**src/sv/ens_pkg.sv**
```systemverilog
// ============================================================================
// ens_pkg : shared types and constants for the epsilon neighbor search
// Sizes of the point store, field widths, register indexes and the structs
// that pass between the store, the distance pipeline and the result queue.
// ============================================================================
package ens_pkg;

    // store geometry
    localparam int MAX_POINTS = 64;
    localparam int MAX_DIMS   = 5;
    localparam int COORD_BITS = 16;

    localparam int IDX_W = $clog2(MAX_POINTS);

    // fixed field and register widths
    localparam int IDX_FIELD_W   = 6;
    localparam int COORD_FIELD_W = 16;
    localparam int NUM_COORDS    = 5;
    localparam int DIM_W         = 3;
    localparam int PC_W          = 7;
    localparam int EPS_W         = 35;

    // stream packing
    localparam int S_FIELDS_W = IDX_FIELD_W + NUM_COORDS * COORD_FIELD_W;
    localparam int S_TDATA_W  = ((S_FIELDS_W + 7) / 8) * 8;
    localparam int M_TDATA_W  = ((IDX_FIELD_W + 7) / 8) * 8;

    // distance arithmetic
    localparam int SQ_W  = 2 * COORD_BITS;
    localparam int SUM_W = SQ_W + $clog2(MAX_DIMS);
    localparam int CMP_W = (SUM_W > EPS_W) ? SUM_W : EPS_W;

    // config port
    localparam int CFG_ADDR_W = 2;
    localparam int CFG_DATA_W = EPS_W;
    localparam logic [CFG_ADDR_W-1:0] CFG_DIMENSIONS  = 2'd0;
    localparam logic [CFG_ADDR_W-1:0] CFG_POINT_COUNT = 2'd1;
    localparam logic [CFG_ADDR_W-1:0] CFG_EPS_SQUARED = 2'd2;

    localparam logic [DIM_W-1:0] DIMS_RESET = 3'd2;

    // opcodes
    localparam logic OP_LOAD  = 1'b0;
    localparam logic OP_QUERY = 1'b1;

    // result queue
    localparam int FIFO_DEPTH = 16;
    localparam int FIFO_PTR_W = $clog2(FIFO_DEPTH);
    localparam int FIFO_CNT_W = FIFO_PTR_W + 1;

    typedef logic [COORD_BITS-1:0] coord_t;
    typedef coord_t [MAX_DIMS-1:0] row_t;

    typedef struct packed {
        logic             en;
        logic [IDX_W-1:0] addr;
        row_t             data;
    } store_wr_t;

    typedef struct packed {
        logic             valid;
        logic             hit;
        logic [IDX_W-1:0] idx;
    } dist_res_t;

    typedef struct packed {
        logic                   last;
        logic [IDX_FIELD_W-1:0] idx;
    } result_t;

    typedef struct packed {
        logic    push;
        result_t data;
    } fifo_push_t;

    // low COORD_BITS of the field, sign extended if the store is wider
    function automatic coord_t sext_coord(logic signed [COORD_FIELD_W-1:0] raw);
        return COORD_BITS'(raw);
    endfunction

endpackage

```
**src/sv/ens_dist.sv**
```systemverilog
// ============================================================================
// ens_dist : squared distance pipeline
// abs diff -> square -> sum, then compare against eps. Three register stages.
// ============================================================================
module ens_dist (
    input  logic                            aclk,
    input  logic                            aresetn,
    input  logic                            in_valid,
    input  logic [ens_pkg::IDX_W-1:0]       in_idx,
    input  ens_pkg::row_t                   row,
    input  ens_pkg::row_t                   query_row,
    input  logic [ens_pkg::DIM_W-1:0]       dims_used,
    input  logic [ens_pkg::EPS_W-1:0]       eps_sq,
    output ens_pkg::dist_res_t              res,
    output logic [2:0]                      stage_valid
);
    import ens_pkg::*;

    logic                       s2_valid_reg, s3_valid_reg, s4_valid_reg;
    logic [IDX_W-1:0]           s2_idx_reg, s3_idx_reg, s4_idx_reg;
    logic [COORD_BITS-1:0]      s2_abs_reg  [MAX_DIMS];
    logic [COORD_BITS-1:0]      s2_abs_next [MAX_DIMS];
    logic [SQ_W-1:0]            s3_sq_reg   [MAX_DIMS];
    logic [SUM_W-1:0]           s4_sum_reg;
    logic [SUM_W-1:0]           sum_next;

    // |a - b|, zeroed for unused dimensions
    always_comb begin
        logic signed [COORD_BITS:0] diff;
        for (int d = 0; d < MAX_DIMS; d++) begin
            diff = $signed({row[d][COORD_BITS-1], row[d]})
                 - $signed({query_row[d][COORD_BITS-1], query_row[d]});
            if (d < int'(dims_used)) begin
                s2_abs_next[d] = diff[COORD_BITS] ? COORD_BITS'(-diff)
                                                  : COORD_BITS'(diff);
            end else begin
                s2_abs_next[d] = '0;
            end
        end
    end

    always_comb begin
        sum_next = '0;
        for (int d = 0; d < MAX_DIMS; d++) begin
            sum_next = sum_next + SUM_W'(s3_sq_reg[d]);
        end
    end

    always_ff @(posedge aclk) begin
        if (!aresetn) begin
            s2_valid_reg <= 1'b0;
            s3_valid_reg <= 1'b0;
            s4_valid_reg <= 1'b0;
        end else begin
            s2_valid_reg <= in_valid;
            s3_valid_reg <= s2_valid_reg;
            s4_valid_reg <= s3_valid_reg;
        end
    end

    always_ff @(posedge aclk) begin
        s2_idx_reg <= in_idx;
        s3_idx_reg <= s2_idx_reg;
        s4_idx_reg <= s3_idx_reg;
        for (int d = 0; d < MAX_DIMS; d++) begin
            s2_abs_reg[d] <= s2_abs_next[d];
            s3_sq_reg[d]  <= SQ_W'(s2_abs_reg[d]) * SQ_W'(s2_abs_reg[d]);
        end
        s4_sum_reg <= sum_next;
    end

    assign res.valid   = s4_valid_reg;
    assign res.idx     = s4_idx_reg;
    assign res.hit     = (CMP_W'(s4_sum_reg) <= CMP_W'(eps_sq));
    assign stage_valid = {s4_valid_reg, s3_valid_reg, s2_valid_reg};

endmodule

```
**config.mk**
```make
export PLATFORM = sky130hd
export DESIGN_NAME = ens_dist
export DESIGN_NICKNAME = d
export VERILOG_FILES = /design/src/sv/ens_pkg.sv /design/src/sv/ens_dist.sv
export SDC_FILE = /design/constraint.sdc
export NUM_CORES = 2
export LEC_CHECK = 0
export ABC_AREA = 1
export CORE_MARGIN = 1.5
export CORE_UTILIZATION = 40
export DETAILED_ROUTE_END_ITERATION = 8
export DONT_BUFFER_PORTS = 1
export PLACE_DENSITY = 0.6
export SLEW_MARGIN = 20
export SYNTH_ARGS = -nofsm -noshare
export SYNTH_HDL_FRONTEND = slang
export SYNTH_SLANG_ARGS = --single-unit
```
**constraint.sdc**
```tcl
create_clock -name aclk -period 12.75 [get_ports aclk]
set_input_delay 1.9125 -clock aclk [delete_from_list [all_inputs] [get_ports aclk]]
set_output_delay 1.9125 -clock aclk [all_outputs]
set_load 0.005 [all_outputs]
```
==> run summary <==
Layout cells sized above 1: 2.14%
CTS max path bufs: 3
Max cap viols: 0
Vias in the first global route: 43100
Layout area overhead: 5.22%
Synthesized area: 54400 µm²
Die width: 372 µm
Hold WS: 324 ps
Final worst path period share: 48.9%
WP data required: 13270 ps
Routed WL: 129000 µm
FP Rows: 135
Clk_lat worst skew: 610 ps
Synth warn: 0
Final setup viols: 0
Final hold viol count: 0
Met2 WL: 62000 µm
Synthesized instance count: 6926
Via count: 41000
Inserted Diodes: 0
Period minus WS final: 6240 ps
Worst hold path class: register to register
Number of I/O pins: 218
Setup bufs post-CTS: 0
DP Cell Count: 8549
Initial antenna violation count: 1
CTS resizes: 0
TritonCTS clock tree: done
CTS clock-pin slew for the worst setup and hold paths: 60 ps
Critical Path Fanout Max: 16
DRT iter0 DRCs: 2164
Clk root buf: clkbuf_16
WL/cell: 15.0 µm
Via density: 4.76
Number of clock sinks: 291
Nets: 8581
Met3 wire len: 5180 µm
Max_slew headroom: 38.5%
RSZ-0062 raised after global routing: false
First-pass GRT wire length: 217000 µm
Largest register FFs: 155
Die Ht: 372 µm
Sequential-to-total area share from yosys stat: 10.7%
Ys async rst share: 0%
Post-DP HPWL: 112000 µm
IO buf count: 0
Slew Viols, Final: 0
Critical Path End Type: register
Yosys reg bits: 291
Gr usage total: 19.4%
Post-CTS Hold Buffers: 0
Grt total ovfl: 0
Critical Path Start Type: register
Syn Area/Cell: 7.85 µm²
Achievable Freq: 160 MHz
Die ar.: 138000 µm²
H-tree depth: 2
Least-Margin Pin Slew: 921 ps
Maximum number of pins on one net before global-route repair: 20
Final setup TNS: 0 ps
DRC: 0
Antenna-violating nets left: 0
Status: complete, no violations
Pre-Repair DR Iteration Count: 6
Worst Skew: 24.8 ps
Primary FF master, synth: dfxtp_1
Core area: 135000 µm²
Fin util: 42.3%
Number of synthesized flops with an enable pin: 0
Fin cells: 8615
Met1 wire length: 60100 µm
Starting Density: 40.2%
Critical path class: register to register
DR top layer: met4
WP data arrival: 6760 ps
TritonCTS Buffers: 36
Synth cell types: 53
Routability-driven placement congestion ratio: 0.902
[cell usage after synthesis (23+ instances only)]
cell / n / area [µm²]
xor2_1: 161 / 1410
clkbuf_1: 149 / 559
nand2_2: 23 / 144
inv_1: 1898 / 7120
ha_1: 661 / 8270
nand2_1: 1431 / 5370
nor3_1: 62 / 310
dfxtp_1: 291 / 5830
nand4_1: 47 / 294
a21oi_1: 315 / 1580
fa_1: 907 / 18200
o21ai_0: 151 / 756
nand3_1: 168 / 841
a21o_1: 27 / 203
o21bai_1: 32 / 240
xnor2_1: 69 / 604
nor2_1: 340 / 1280
[stage by stage]
stage / cell area, µm² / setup WS [ps]
final: 57200 / 6510
after global routing: 57200 / 6120
after CTS: 57200 / 6600
after detailed placement: 56000 / 6620
after global placement: 56000 / 6620
after floorplan: 54400 / 7260
[placed cells by master (no fill, tap or decap), types with 3 or more instances in the layout]
cell,Yosys,final
a21oi_2,6,6
nand2_2,23,23
o211ai_1,11,11
clkinvlp_4,0,3
nand3b_1,20,20
a31o_2,5,5
or2_2,12,12
and2_1,7,7
o21ai_0,151,151
o21bai_1,32,32
a211oi_1,11,11
clkbuf_8,0,9
o21ai_1,13,13
a21boi_0,7,7
nand2_4,3,3
ha_1,661,661
inv_2,7,7
nor2_2,6,7
nand3_2,5,5
nor4_1,7,7
inv_1,1898,1898
dfxtp_1,291,291
xnor2_1,69,69
a21o_1,27,27
o21a_1,14,14
nor3_1,62,62
clkbuf_1,149,5
nand4_1,47,47
fa_1,907,907
nor2_1,340,339
clkbuf_16,0,36
nor2_4,4,4
nand2_1,1431,1431
a21oi_1,315,315
a31oi_1,20,20
o21ai_2,6,6
inv_6,0,6
xor2_1,161,161
nand3_1,168,168
[kinds of logic after synthesis]
| family | count (synthesis) | share of synthesized area, % |
|---|---|---|
| fa+ha+maj | 1568 | 48.6 |
| simple gates | 2141 | 16.1 |
| xor+xnor | 231 | 3.73 |
| other cells | 1 | 0.00690 |
| buf+inv | 2067 | 14.4 |
| compound gates | 627 | 6.47 |
| flops | 291 | 10.7 |
[cell type report]
type / count / area (µm²)
inverters: 1906 / 7150
clock inverters: 16 / 196
clock buffers: 50 / 1040
fillers: 13700 / 77900
flip-flops and latches: 291 / 5830
repair buffers: 2 / 15.0
well taps: 1781 / 2230
multi-input cells: 4569 / 40800
[worst max-delay path: stages (launching register included)]
cell,delay [ps]
dfxtp_1,530
nand2_1,230
inv_1,90
fa_1,530
inv_1,50
fa_1,530
inv_1,50
fa_1,500
inv_1,50
fa_1,540
inv_1,50
fa_1,470
inv_1,50
fa_1,480
inv_1,50
ha_1,350
nand2_1,120
nor2_1,110
inv_1,50
o21bai_1,410
nand3_1,130
nand2_1,130
nand3_1,130
o21ai_0,280
xor2_1,220
[final timing paths]
check / startpoint / end / slack [ps] / depth (start not counted)
worst max register to register: s2_abs_reg[0][19] / s3_sq_reg[0][62] / 6510 / 24
worst min-delay path: s3_idx_reg[3] / s4_idx_reg[3] / 320 / 0
worst max-delay path: s2_abs_reg[0][19] / s3_sq_reg[0][62] / 6510 / 24
worst min register to register: s3_idx_reg[3] / s4_idx_reg[3] / 320 / 0
[layer usage]
layer,up-vias,track usage (%)
met5,-,0
met4,0,2.89
met3,87,1.99
met2,764,33.4
met1,19800,26.6
li1,20400,-
Power is not shown: default switching activity piles up to over one toggle a cycle in this logic, so the estimate is an artifact.
