==> src/sv/ens_pkg.sv <==
// ============================================================================
// ens_pkg : shared types and constants for the epsilon neighbor search
// Sizes of the point store, field widths, register indexes and the structs
// that pass between the store, the distance pipeline and the result queue.
// ============================================================================
package ens_pkg;

    // store geometry
    localparam int MAX_POINTS = 64;
    localparam int MAX_DIMS   = 5;
    localparam int COORD_BITS = 16;

    localparam int IDX_W = $clog2(MAX_POINTS);

    // fixed field and register widths
    localparam int IDX_FIELD_W   = 6;
    localparam int COORD_FIELD_W = 16;
    localparam int NUM_COORDS    = 5;
    localparam int DIM_W         = 3;
    localparam int PC_W          = 7;
    localparam int EPS_W         = 35;

    // stream packing
    localparam int S_FIELDS_W = IDX_FIELD_W + NUM_COORDS * COORD_FIELD_W;
    localparam int S_TDATA_W  = ((S_FIELDS_W + 7) / 8) * 8;
    localparam int M_TDATA_W  = ((IDX_FIELD_W + 7) / 8) * 8;

    // distance arithmetic
    localparam int SQ_W  = 2 * COORD_BITS;
    localparam int SUM_W = SQ_W + $clog2(MAX_DIMS);
    localparam int CMP_W = (SUM_W > EPS_W) ? SUM_W : EPS_W;

    // config port
    localparam int CFG_ADDR_W = 2;
    localparam int CFG_DATA_W = EPS_W;
    localparam logic [CFG_ADDR_W-1:0] CFG_DIMENSIONS  = 2'd0;
    localparam logic [CFG_ADDR_W-1:0] CFG_POINT_COUNT = 2'd1;
    localparam logic [CFG_ADDR_W-1:0] CFG_EPS_SQUARED = 2'd2;

    localparam logic [DIM_W-1:0] DIMS_RESET = 3'd2;

    // opcodes
    localparam logic OP_LOAD  = 1'b0;
    localparam logic OP_QUERY = 1'b1;

    // result queue
    localparam int FIFO_DEPTH = 16;
    localparam int FIFO_PTR_W = $clog2(FIFO_DEPTH);
    localparam int FIFO_CNT_W = FIFO_PTR_W + 1;

    typedef logic [COORD_BITS-1:0] coord_t;
    typedef coord_t [MAX_DIMS-1:0] row_t;

    typedef struct packed {
        logic             en;
        logic [IDX_W-1:0] addr;
        row_t             data;
    } store_wr_t;

    typedef struct packed {
        logic             valid;
        logic             hit;
        logic [IDX_W-1:0] idx;
    } dist_res_t;

    typedef struct packed {
        logic                   last;
        logic [IDX_FIELD_W-1:0] idx;
    } result_t;

    typedef struct packed {
        logic    push;
        result_t data;
    } fifo_push_t;

    // low COORD_BITS of the field, sign extended if the store is wider
    function automatic coord_t sext_coord(logic signed [COORD_FIELD_W-1:0] raw);
        return COORD_BITS'(raw);
    endfunction

endpackage

==> src/sv/ens_out_fifo.sv <==
// ============================================================================
// ens_out_fifo : result queue
// Small register queue between the scan and the m_ side; decouples scan
// from output stalls. Push side never overruns (caller holds credits).
// ============================================================================
module ens_out_fifo (
    input  logic                               aclk,
    input  logic                               aresetn,
    input  ens_pkg::fifo_push_t                wr,
    output logic [ens_pkg::FIFO_CNT_W-1:0]     count,
    output logic                               out_valid,
    input  logic                               out_ready,
    output ens_pkg::result_t                   out_data
);
    import ens_pkg::*;

    result_t                ent_reg [FIFO_DEPTH];
    logic [FIFO_PTR_W-1:0]  wr_ptr_reg, rd_ptr_reg;
    logic [FIFO_CNT_W-1:0]  count_reg;
    logic                   pop;

    assign out_valid = (count_reg != '0);
    assign pop       = out_valid && out_ready;
    assign out_data  = ent_reg[rd_ptr_reg];
    assign count     = count_reg;

    always_ff @(posedge aclk) begin
        if (!aresetn) begin
            wr_ptr_reg <= '0;
            rd_ptr_reg <= '0;
            count_reg  <= '0;
        end else begin
            if (wr.push) begin
                wr_ptr_reg <= wr_ptr_reg + 1'b1;
            end
            if (pop) begin
                rd_ptr_reg <= rd_ptr_reg + 1'b1;
            end
            if (wr.push && !pop) begin
                count_reg <= count_reg + 1'b1;
            end else if (!wr.push && pop) begin
                count_reg <= count_reg - 1'b1;
            end
        end
    end

    always_ff @(posedge aclk) begin
        if (wr.push) begin
            ent_reg[wr_ptr_reg] <= wr.data;
        end
    end

endmodule

==> config.mk <==
export PLATFORM = sky130hd
export DESIGN_NAME = ens_out_fifo
export DESIGN_NICKNAME = d
export VERILOG_FILES = /design/src/sv/ens_pkg.sv /design/src/sv/ens_out_fifo.sv
export SDC_FILE = /design/constraint.sdc
export NUM_CORES = 1
export LEC_CHECK = 0
export ABC_AREA = 0
export BUFFER_PORTS_ARGS = -buffer_cell sky130_fd_sc_hd__buf_2
export CORE_MARGIN = 1
export CORE_UTILIZATION = 35
export CTS_CLUSTER_SIZE = 24
export DETAILED_ROUTE_END_ITERATION = 10
export PLACE_DENSITY = 0.51
export SYNTH_ARGS = -nofsm -noshare
export SYNTH_HDL_FRONTEND = slang
export SYNTH_SLANG_ARGS = --single-unit
==> constraint.sdc <==
create_clock -name aclk -period 2.9 [get_ports aclk]
set_clock_uncertainty 0.05 [all_clocks]
set_input_delay 0.725 -clock aclk [delete_from_list [all_inputs] [get_ports aclk]]
set_output_delay 0.725 -clock aclk [all_outputs]
set_load 0.03 [all_outputs]
==> run metrics, run 1 <==
status=finished clean; R2R setup slack=0.24 ns; I/O Pins=24; PwrDens=890 nW/um2; antenna violations before repair=0; Layout area overhead=19.3%; Hold Vio Cnt, Final=0; MaxCap Viol Count=0; layout cell share with drive strength beyond 1=29.0%; asr flop ratio synth=0%; DR DRC count=0; startpoint types=flip-flop; Mapped Nets=296; R2R cell count=9; Avg Vias per Cell=5.00; critical path type=flip-flop to primary output; CTS clk-pin slew, worst paths=0.05 ns; Setup Viol. Count Final=0; nets=337; critical path arrival=2.03 ns; slew at the pin with the worst max-slew slack=0.514 ns; delay of the slowest critical-path stage=0.50 ns; switching power=1.47 mW; CTS root buffer=clkbuf_16; CP cell instances=buf_4 > mux4_2 > a22oi_2 > nand2_1 > buf_2; #FFs+latches synth=129; leakage=2.08 nW; Bufs on Longest Clock Path=2; hold path depth=2; Ys Warns=0; Yosys cell types=38; Fmax achieved=357 MHz; most common cell after layout, fill and taps aside=edfxtp_1; share of the synthesized area in the top cell type=65.1%; fin crit share=96.7%; met3 WL=419 um; number of synthesized flops with an enable pin=112; min Tclk post-route=2.80 ns; most frequent cells in the layout=edfxtp_1 (112), mux4_2 (28), and2_1 (25), buf_2 (23), clkbuf_16 (18); switching share of power=26.8%; first-pass GRT wire length=15.5 mm; CP max FO=7; hpwl dp=6.27 mm; Rows=44; ANT nets after route=0; DR pass1 iterations=4; Largest register FFs=112; diodes inserted=0; worst min-delay path class=flip-flop to flip-flop; RSZ-0062 raised after global routing=false; total grt overflow=0; DR top layer=met4; Post-Place Worst Slack=0.272 ns; post-synthesis sequential area ratio=71.7%; dominant cell type by area after synthesis=edfxtp_1; Syn Std Cell Area=5160 um2; starting density of the core=35.7%; WL per Instance=20.1 um; Slew HR=65.8%; CTS buffer count=17; WP data required=2.12 ns; Clk Latency, worst-skew pair=0.42 ns; TNS Setup=0 ns; vias after detailed routing=2561; routed wire length=10.3 mm; initial DRC count=144; number of global-route vias before repair=2631; Die Span Y=123 um; Post-synth top flop=edfxtp_1; Total GRT Usage=15.0%; sequential share of power=40.0%; maximum vdd drop=0.534 mV; Comb pwr share=24.4%; ranking of synthesized cells by area=edfxtp_1 (65%), mux4_2 (12%), dfxtp_1 (6.6%), and2_1 (3.0%), ha_1 (2.2%); CTS H-tree lvls=4; core area=14500 um2; crit path setup slack, layout=0.0963 ns; Slowest cell on crit path=mux4_2; Post-Syn Instances=275; Post-Syn Area per Cell=18.8 um2; Die W=123 um; clock power share=35.6%; largest net degree at the start of global routing=29; DR WL met2=4.85 mm; Internal=4.02 mW; fin. max-slew vios=0; IO Port Bufs=23; # clock sinks=129; Die ar.=15200 um2; Worst setup EP type=primary output; routability cong.=0.705; Metal-1 WL=4.86 mm; CTS tree=yes
area by class of cell:
class | instances | area, um2
well taps | 184 | 230
multi-input cells | 131 | 1410
clock inverters | 9 | 91.3
clock buffers | 22 | 444
flip-flops and latches | 129 | 3710
fillers | 1306 | 8320
repair buffers | 34 | 265
inverters | 3 | 11.3
timing repair:
action,4_1_cts,5_1_grt
endpoints found under the setup margin,6,5
gates resized for setup,4,3
buffers inserted,0,3
cloned,0,1
hold buffers,0,0
worst paths after layout:
kind,from,end
max reg2reg,count[1]$_SDFFE_PN0P_,count[4]$_SDFFE_PN0P_
min,count[4]$_SDFFE_PN0P_,count[4]$_SDFFE_PN0P_
max,flip-flop,out_data[4]
min reg2reg,count[4]$_SDFFE_PN0P_,count[4]$_SDFFE_PN0P_
worst max-delay path, delay by kind of cell (launching register included):
family / cells / cell delay [ns]
muxes: 1 / 0.50
and+or+nand+nor: 1 / 0.11
DFF: 1 / 0.43
buffers and inverters: 2 / 0.35
AOI/OAI and AO/OA: 1 / 0.24
per-layer routing:
layer / track usage, % / vias to the layer above
met3: 4.57 / 18
li1: - / 1175
met1: 19.7 / 1314
met5: 0 / -
met4: 6.55 / 0
met2: 23.1 / 54
logic make-up (layout without fill, tap and decap cells):
group / count (synthesis) / after routing / share of synthesized area [%]
AOI/OAI and AO/OA: 24 / 24 / 3.49
buffers and inverters: 15 / 68 / 1.53
adders and majority gates: 10 / 10 / 2.57
DFF: 129 / 129 / 71.7
xor gates and xnor gates: 7 / 7 / 1.19
muxes: 32 / 32 / 13.0
and+or+nand+nor: 58 / 58 / 6.52
cell usage after synthesis (2+ instances only):
cell	instances
a21oi_1	2
a22oi_1	14
and2_1	25
buf_2	2
buf_6	2
clkbuf_1	6
dfxtp_1	17
edfxtp_1	112
ha_1	9
inv_1	3
mux2i_1	4
mux4_2	28
nand2_1	11
nand3_1	4
nor2_1	3
nor2b_1	5
o21a_1	2
xnor2_1	6
power by group through the flow:
stage	Clock, mW	Sequential, mW	Combinational (mW)
6_report	1.95	2.19	1.34
5_1_grt	2.07	2.21	1.45
4_1_cts	1.99	2.19	1.27
3_5_place_dp	0	2.23	1.25
3_3_place_gp	0	2.22	1.24
2_1_floorplan	0	2.23	0.913
through the flow:
stage	instance area, um2	hold WS [ns]	power (mW)	cells	utilization [%]
2_1_floorplan	5160	0.482	3.14	275	-
4_1_cts	6090	0.447	5.45	508	42.0
6_report	6160	0.445	5.48	512	42.6
3_5_place_dp	5530	0.436	3.48	477	38.2
5_1_grt	6160	0.491	5.72	512	42.6
3_3_place_gp	5530	0.426	3.47	477	38.2
No activity file was read; power rests on OpenSTA's default activity.
==> run 2, diff against run 1 <==
CORE_UTILIZATION = 50   (was 35)
PLACE_DENSITY = 0.68   (was 0.51)
==> run metrics, run 2 (same netlist as run 1, synthesis figures left out) <==
R2R Path Start=count[1]$_SDFFE_PN0P_; Largest register FFs=112; DR pass1 iterations=5; routability cong.=0.754; number of global-route vias before repair=2695; Rows=36; Hold Vio Cnt, Final=0; WL per Instance=21.4 um; min Tclk post-route=2.89 ns; first-pass GRT wire length=15.2 mm; Die ar.=10700 um2; Power, Total=5.59 mW; Hold EP=count[4]$_SDFFE_PN0P_; design area=6150 um2; R2R cell count=9; crit path setup slack, layout=0.00507 ns; critical path type=flip-flop to primary output; nets=333; status=finished clean; most common cell after layout, fill and taps aside=edfxtp_1; Layout area overhead=19.1%; critical path arrival=2.12 ns; Slew HR=42.4%; Bufs on Longest Clock Path=2; RSZ-0062 raised after global routing=true; CP max FO=5; CTS root buffer=clkbuf_8; CTS clk-pin slew, worst paths=0.06 ns; Worst setup EP type=primary output; Clk Latency, worst-skew pair=0.51 ns; startpoint types=flip-flop; most frequent cells in the layout=edfxtp_1 (112), mux4_2 (28), and2_1 (25), buf_2 (19), clkbuf_16 (17); ANT nets after route=0; reg2reg end=count[3]$_SDFFE_PN0P_; hpwl dp=5.87 mm; MaxCap Viol Count=0; diodes inserted=0; Post-DP Area=5430 um2; Setup Viol. Count Final=0; leakage=2.08 nW; vias after detailed routing=2574; hold path depth=2; maximum vdd drop=0.418 mV; Total GRT Usage=19.6%; routed wire length=9.78 mm; Post-Place Worst Slack=0.307 ns; WP data required=2.12 ns; fin crit share=99.8%; initial DRC count=217; largest net degree at the start of global routing=29; core area=9910 um2; # clock sinks=129; hold path start=count[4]$_SDFFE_PN0P_; starting density of the core=52.1%; CTS tree=yes; Fmax achieved=345 MHz; fin. max-slew vios=0; layout cell share with drive strength beyond 1=32.3%; Avg Vias per Cell=5.62; CTS H-tree lvls=4; Die W=104 um; slew at the pin with the worst max-slew slack=0.862 ns; antenna violations before repair=0; total grt overflow=0; Die Span Y=104 um; Hold WS=0.440 ns; CTS buffer count=17; DR DRC count=0; worst min-delay path class=flip-flop to flip-flop; R2R setup slack=0.30 ns; PwrDens=908 nW/um2; I/O Pins=24; IO Port Bufs=23
## run 2: power by group
group	internal [mW]	switching (mW)
Sequential	2.10	0.0918
Combinational	0.709	0.690
Clock	1.16	0.838
Total	3.97	1.62
## run 2: area by class of cell
type / instances / area (um2)
Inverter: 3 / 11.3
Multi-Input combinational cell: 131 / 1440
Sequential cell: 129 / 3710
Timing Repair Buffer: 30 / 264
Clock inverter: 15 / 148
Fill cell: 724 / 3760
Tap cell: 133 / 166
Clock buffer: 17 / 414
## run 2: metal layers
metal	up-vias	wire length, um	track usage (%)
met5	-	0	0
met1	1314	4120	26.1
met2	85	4900	30.7
li1	1167	-	-
met3	8	660	5.29
met4	0	95	8.07
## run 2: how the worst max path moves through the flow
stage                          startpoint                    end  slack, ns  depth (start not counted)
floorplan           count[1]$_SDFFE_PN0P_  count[3]$_SDFFE_PN0P_       0.34                          9
global placement    count[1]$_SDFFE_PN0P_  count[4]$_SDFFE_PN0P_       0.38                          9
detailed placement  count[1]$_SDFFE_PN0P_  count[3]$_SDFFE_PN0P_       0.31                          9
CTS                             flip-flop            out_data[1]     -0.007                          5
global route                    flip-flop            out_data[1]      -0.07                          5
finish                          flip-flop            out_data[4]      0.005                          5
## run 2: repair_timing
action,CTS,global route
pin swaps,4,1
endpoints found under the setup margin,7,7
buffers inserted,1,0
hold buffers,0,0
gates resized for setup,16,8
gates cloned,1,1
## run 2: through the flow
step,cells,TNS [ns],util (%)
floorplan,275,0,-
finish,458,0,62.1
global route,458,-0.297,62.1
CTS,457,-0.0118,61.5
global placement,423,0,54.8
detailed placement,423,0,54.8
## run 2: worst max-delay path, cell delays in order, from the launching register on
cell     delay (ns)
dfxtp_4        0.44
buf_4          0.16
mux4_2         0.51
a22oi_2        0.22
nand2_1        0.10
buf_4          0.18
